**src/sv/bvs_pkg.sv**
```systemverilog
// Package for the bitmap video scanout block.
// Holds raster constants, field widths and the shared structs.
// Used by the input and output interfaces and all modules; depends on nothing.
package bvs_pkg;

  localparam int VramDepthDefault = 8192;
  localparam int AddrW            = 13;
  localparam int DataW            = 8;
  localparam int RowW             = 8;
  localparam int ColW             = 9;

  localparam logic [RowW-1:0] LineFirst = 8'h20;
  localparam logic [RowW-1:0] LineLast  = 8'hff;
  localparam logic [RowW-1:0] RowMirror = 8'hff;
  localparam logic [ColW-1:0] ColActive = 9'd256;
  localparam logic [ColW-1:0] ColLast   = 9'd259;
  localparam logic [ColW-1:0] ColMirror = 9'd261;
  localparam logic [2:0]      LoadPhase = 3'h4;

  localparam logic OpWrite = 1'b0;
  localparam logic OpTick  = 1'b1;

  typedef struct packed {
    logic [RowW-1:0] row;
    logic [ColW-1:0] column;
    logic            on;
    logic            valid;
    logic            line_end;
    logic            frame_end;
  } pix_t;

  typedef struct packed {
    logic             we;
    logic             re;
    logic [AddrW-1:0] addr;
    logic [DataW-1:0] wdata;
  } mem_req_t;

endpackage

```
**src/sv/bvs_raster.sv**
```systemverilog
// Raster counters and pixel shift register of the bitmap video scanout block.
// Issues video RAM reads for shifter loads and forms each tick's pixel.
// Depends on bvs_pkg.
module bvs_raster import bvs_pkg::*; (
  input  logic             clk_i,
  input  logic             rst_ni,
  input  logic             tick_i,
  input  logic             flip_i,
  input  logic [DataW-1:0] rdata_i,
  output logic             rd_en_o,
  output logic [AddrW-1:0] rd_addr_o,
  output pix_t             pix_o
);

  logic [RowW-1:0]  line_q, line_d;
  logic [ColW-1:0]  col_q, col_d;
  logic [DataW-1:0] shift_q, shift_d;
  logic             pend_q, pend_d;
  logic [DataW-1:0] shift_eff;
  logic [ColW-1:0]  col_next;
  logic             load;

  // A pending load means the shifter value sits in the RAM read register.
  assign shift_eff = pend_q ? rdata_i : shift_q;
  assign col_next  = col_q + 9'd1;
  assign load      = (col_q < ColActive) && (col_next < ColActive)
                     && (col_next[2:0] == LoadPhase);

  assign rd_en_o   = tick_i && load;
  assign rd_addr_o = {line_q, col_next[7:3]};

  always_comb begin
    pix_o.on        = shift_eff[0];
    pix_o.valid     = 1'b1;
    pix_o.row       = flip_i ? RowMirror - line_q : line_q - LineFirst;
    pix_o.column    = flip_i ? ColMirror - col_q : col_q;
    pix_o.line_end  = (col_q >= ColLast);
    pix_o.frame_end = (col_q >= ColLast) && (line_q >= LineLast);
  end

  always_comb begin
    line_d  = line_q;
    col_d   = col_q;
    shift_d = shift_q;
    pend_d  = pend_q;
    if (tick_i) begin
      shift_d = {1'b0, shift_eff[DataW-1:1]};
      pend_d  = load;
      if (col_q < ColLast) begin
        col_d = col_next;
      end else begin
        col_d = '0;
        if (line_q >= LineLast) begin
          line_d  = LineFirst;
          shift_d = '0;
          pend_d  = 1'b0;
        end else begin
          line_d = line_q + 8'd1;
        end
      end
    end
  end

  always_ff @(posedge clk_i or negedge rst_ni) begin
    if (!rst_ni) begin
      line_q  <= LineFirst;
      col_q   <= '0;
      shift_q <= '0;
      pend_q  <= 1'b0;
    end else begin
      line_q  <= line_d;
      col_q   <= col_d;
      shift_q <= shift_d;
      pend_q  <= pend_d;
    end
  end

endmodule

```
**config.mk**
```make
export PLATFORM = sky130hd
export DESIGN_NAME = bvs_raster
export DESIGN_NICKNAME = d
export VERILOG_FILES = /design/src/sv/bvs_pkg.sv /design/src/sv/bvs_raster.sv
export SDC_FILE = /design/constraint.sdc
export NUM_CORES = 1
export LEC_CHECK = 0
export ABC_AREA = 1
export ABC_CLOCK_PERIOD_IN_PS = 1300
export BUFFER_PORTS_ARGS = -buffer_cell sky130_fd_sc_hd__buf_2
export CORE_ASPECT_RATIO = 1.2
export CORE_MARGIN = 4
export CORE_UTILIZATION = 48
export DETAILED_ROUTE_END_ITERATION = 10
export PLACE_DENSITY_LB_ADDON = 0.05
export SYNTH_ARGS = -nofsm -noshare
export SYNTH_HDL_FRONTEND = slang
export SYNTH_SLANG_ARGS = --single-unit
```
**constraint.sdc**
```tcl
create_clock -name clk_i -period 1.3 [get_ports clk_i]
set_input_delay 0.26 -clock clk_i [delete_from_list [all_inputs] [get_ports clk_i]]
set_output_delay 0.26 -clock clk_i [all_outputs]
set_load 0.01 [all_outputs]
```
Word-level counts from Yosys, hierarchy flattened
Index checks and enable logic that the tools add are counted.
{"block": "classes", "addsub": 5, "n_lt_le_gt_ge": 5, "n_eq_ne": 1, "muxes": 9, "bitwise": 1, "n_reduce_logical": 5}
{"operator": "$lt 9x9->1 const B", "n": 3}
{"operator": "$mux 8", "n": 3}
{"operator": "$mux 9", "n": 2}
{"operator": "$mux 7", "n": 2}
{"operator": "$add 9x1->9 const B", "n": 1}
{"operator": "$ge 9x9->1 const B", "n": 1}
{"operator": "$sub 9x9->9 const A", "n": 1}
{"operator": "$add 8x1->8 const B", "n": 1}
{"operator": "$ge 8x8->1 const B", "n": 1}
{"operator": "$sub 8x6->8 const B", "n": 1}
{"operator": "$sub 8x8->8 const A", "n": 1}
{"operator": "$logic_and 1x1->1", "n": 4}
{"operator": "$eq 3x3->1 const B", "n": 1}
{"operator": "$mux 1", "n": 2}
{"operator": "$reduce_and 2->1", "n": 1}
{"operator": "$not 1->1", "n": 1}
{"block": "totals", "register_bits": 26, "in_bits": 12, "output_inout_bits": 35, "word_cells": 30}

Longest topological paths before layout
{"block": "logic_depth", "depth_word": 6, "ltp_mapped": 11, "ltp_nobuf": 10}

Worst setup path before layout
Ideal clock, no wire load.
{"block": "synth_timing", "path_type": "register to output", "start": "register col_q[1]", "end": "output rd_en_o", "t_arrival_ns": 1.245, "required_time_ns": 1.040, "setup_slack_ns": -0.205, "path_stages_with_launch": 8, "n_path_buf": 0, "cell_sequence": "dfrtp_1 -> ha_1 -> nand3_1 -> inv_1 -> nand3_1 -> ha_1 -> nand2_1 -> nor2_1"}
{"block": "synth_via", "elab_chain_len": 5, "elab_cells_between_ends": 7, "cone_classes": "add/sub (1); order compare (2); eq/ne (1); reduce/logical (3)"}
{"item": "start, declared", "line_no": "bvs_raster.sv:16", "text": "logic [ColW-1:0] col_q, col_d;"}
{"item": "start signal, assigned", "line_no": "bvs_raster.sv:72", "text": "col_q <= col_d;"}
{"item": "$add 9x1->9", "line_no": "bvs_raster.sv:25", "text": "assign col_next = col_q + 9'd1;"}
{"item": "$lt 9x9->1", "line_no": "bvs_raster.sv:26", "text": "assign load = (col_q < ColActive) && (col_next < ColActive)"}
{"item": "$logic_and 1x1->1", "line_no": "bvs_raster.sv:26"}
{"item": "$logic_and 1x1->1 *", "line_no": "bvs_raster.sv:27", "text": "&& (col_next[2:0] == LoadPhase);"}
{"item": "$logic_and 1x1->1 *", "line_no": "bvs_raster.sv:29", "text": "assign rd_en_o = tick_i && load;"}
{"item": "end, declared", "line_no": "bvs_raster.sv:10", "text": "output logic rd_en_o,"}
Every way passes the cells marked *; elsewhere a longest branch is shown, timed or not.

==> summary.txt <==
Outcome
  – Run status: finished, violations left
  – Failing checks: setup timing

Detailed routing
  – Vias per cell: 4.83
  – DR iter-0 viols: 36
  – Drt wl/cell: 13.9 µm
  – Post-route DRC: 0
  – Final WL: 5760 µm
  – Vias: 2009
  – Antenna-violating nets left: 0
  – Drt first pass iters: 4

Power and ir drop
  – PD cells: 1390 mW/mm²
  – Final Power: 0.00419 W
  – Max VDD drop: 803 µV
  – Leakage dissipation: 1.62 nW

Worst hold path
  – HP Class: in -> reg

Die
  – DIE AREA: 0.00491 mm²
  – Die Span Y: 76.0 µm
  – CORE AREA: 0.00366 mm²
  – Die Wd: 64.6 µm
  – Initial core utilization: 50.4%
  – Boundary Pins: 47
  – Site Rows: 24

Logic synthesis
  – Avg Cell Area, Syn: 7.14 µm²
  – Cell taking the most area after synthesis: dfrtp_1
  – Mapped Cells: 259
  – Most common cell in the synthesized netlist: nand2_1
  – Synth cell types: 28
  – Top cells by area in the synthesized netlist: dfrtp_1 32%, nand2_1 19%, xor2_1 8.5%, ha_1 6.1%, inv_1 5.5%
  – Synth Warn #: 0
  – Synth top cells by count: 92 x nand2_1, 27 x inv_1, 24 x dfrtp_1
  – Number of flops mapped to enable cells by yosys: 0
  – Flops & latches, synth: 25
  – Main synth FF type: dfrtp_1
  – FFs w/ async S/R, synth: 100%
  – Share of the synthesized area in the top cell type: 32.5%
  – Mapped Nets: 280
  – Register area share after synthesis: 33.9%
  – Mapped Area: 0.00185 mm²

Global route
  – Antenna violations before repair: 0
  – First-pass GRT wire length: 8920 µm
  – Tot GR Track Use: 22.9%
  – Vias in the first global route: 2016
  – Largest net degree at the start of global routing: 17
  – Remaining global-route overflow: 0

Timing
  – Max Slew Vio Count: 0
  – Hold Fails Final Rpt: 0
  – Final setup fails: 53
  – Clk_skew: 0.00658 ns
  – Setup ws final: -0.541 ns
  – Period utilisation layout: 142%
  – Final TNS setup: -15.18 ns
  – RSZ-0062 raised after global routing: yes
  – Peak Freq: 543 MHz
  – Min cycle time layout: 1.84 ns

Critical path
  – Worst path top cell family by delay: flip-flops
  – Req. time, crit path: 1.04 ns
  – WP buf/inv: 3
  – Max incr delay on CP: 0.47 ns
  – Crit path launch type: flip-flop
  – CP endpoint kind: primary output
  – Kind of critical path: reg -> out
  – Cell mode on critical path: nand2_2
  – Crit-path cells: buf_6 > ha_4 > nand2_2 > nand2_2 > inv_2 > nand2_4 > nand2_4 > nand2_2 > buf_6
  – Master of the slowest instance on the critical path: dfrtp_2
  – Crit-path max FO: 5
  – Worst Path Arrival: 1.58 ns

Finish
  – # fillers: 240
  – Inserted Diodes: 0
  – Final nets: 386
  – Area grow syn2layout: 62.5%
  – Layout cells sized above 1: 53.6%

Clock tree
  – Root Driver: clkbuf_8
  – Clock tree buffer depth: 2
  – Clk Latency, worst-skew pair: 0.28 ns
  – CTS tree: done
  – Clk sink count: 25
  – Num CTS Buffers: 3
  – CTS clk-pin slew, worst paths: 0.10 ns
  – CTS HTree Levels: 1

Placed design
  – Buffers added on ports: 45
  – Detailed Place HPWL: 3590 µm
  – Gpl congestion: 0.809

Flow run
  – Max-Cap Viols: 0
==> stage by stage <==
step	setup slack [ns]	hold slack, ns	utilization (%)	cells	instance area [µm²]
floorplan	-0.0981	-0.0356	-	259	1940
global placement	-0.226	0.204	67.9	385	2490
detailed placement	-0.239	0.214	67.9	385	2490
CTS	-0.504	0.335	77.2	404	2830
global route	-0.600	0.358	82.0	416	3000
finish	-0.541	0.343	82.0	416	3000
==> sequential cells by signal (all words and copies together), names as in the netlist <==
register / flops
col_q: 9
line_q: 8
pend_q: 1
shift_q: 7
==> cell families (layout without fill, tap and decap cells) <==
family | after synthesis | after routing | share of synthesized area (%)
compound gates | 22 | 22 | 6.91
xor+xnor | 19 | 19 | 9.00
fa+ha+maj | 9 | 9 | 6.09
buf+inv | 43 | 148 | 11.1
flops | 25 | 25 | 33.9
other cells | 1 | 1 | 0.203
simple gates | 140 | 140 | 32.8
==> power breakdown <==
group | switching, W | total [W] | internal [W]
clock | 0.000279 | 0.000497 | 0.000218
sequential | 0.000168 | 0.00111 | 0.000945
combinational | 0.00129 | 0.00258 | 0.00129
total | 0.00174 | 0.00419 | 0.00245
==> metal layers <==
metal	wire, µm	track usage, %	part of all wire [%]
met5	0	0	0
met4	225	8.88	3.9
met3	182	2.36	3.2
met2	3160	43.1	55
met1	2200	25.7	38
==> path summary, 6_finish.rpt <==
path	start	to	slack (ns)	cells after the start
max in group asynchronous	rst_ni	line_q[2]	0.43	3
min	rdata_i[7]	shift_q[6]	0.34	4
min in group asynchronous	rst_ni	shift_q[5]	0.43	2
min reg2reg	shift_q[6]	shift_q[6]	0.49	2
max	col_q[1]	pix_o[1]	-0.54	9
max reg2reg	col_q[1]	col_q[8]	-0.38	11
==> worst reg2reg max path, delay by kind of cell (launching register included) <==
| kind | cells | cell delay [ns] |
|---|---|---|
| adder cells (fa/ha/maj) | 1 | 0.15 |
| flip-flops | 1 | 0.47 |
| AND/OR/NAND/NOR | 7 | 0.60 |
| buffers and inverters | 3 | 0.40 |
==> cell usage in the layout (no fill, tap or decap), types with 7 or more instances in the layout <==
cell type,synthesis,routed
buf_4,2,47
o21ai_0,10,7
buf_6,4,21
o21ai_2,4,8
inv_1,27,19
inv_2,3,11
dfrtp_1,24,19
xor2_1,18,15
nand2_1,92,72
buf_2,5,41
nand3_1,11,7
nand2_2,5,22
nor2_1,21,17
==> timing repair <==
action	in CTS	in global routing
setup endpoints to repair	51	52
setup buffers	17	16
endpoints found under the hold margin	13	0
gates resized for setup	43	29
pin swaps	22	18
cloned	0	0
hold buffers	1	0
==> area by class of cell <==
type,instances,area [µm²],share of cell area (%)
Clock buffer,3,41.3,1.38
Clock inverter,1,7.51,0.250
Inverter,31,116,3.88
Multi-Input combinational cell,191,1270,42.5
Sequential cell,25,633,21.1
Tap cell,52,65.1,2.17
Timing Repair Buffer,113,865,28.8
No activity file was read; power rests on OpenSTA's default activity.
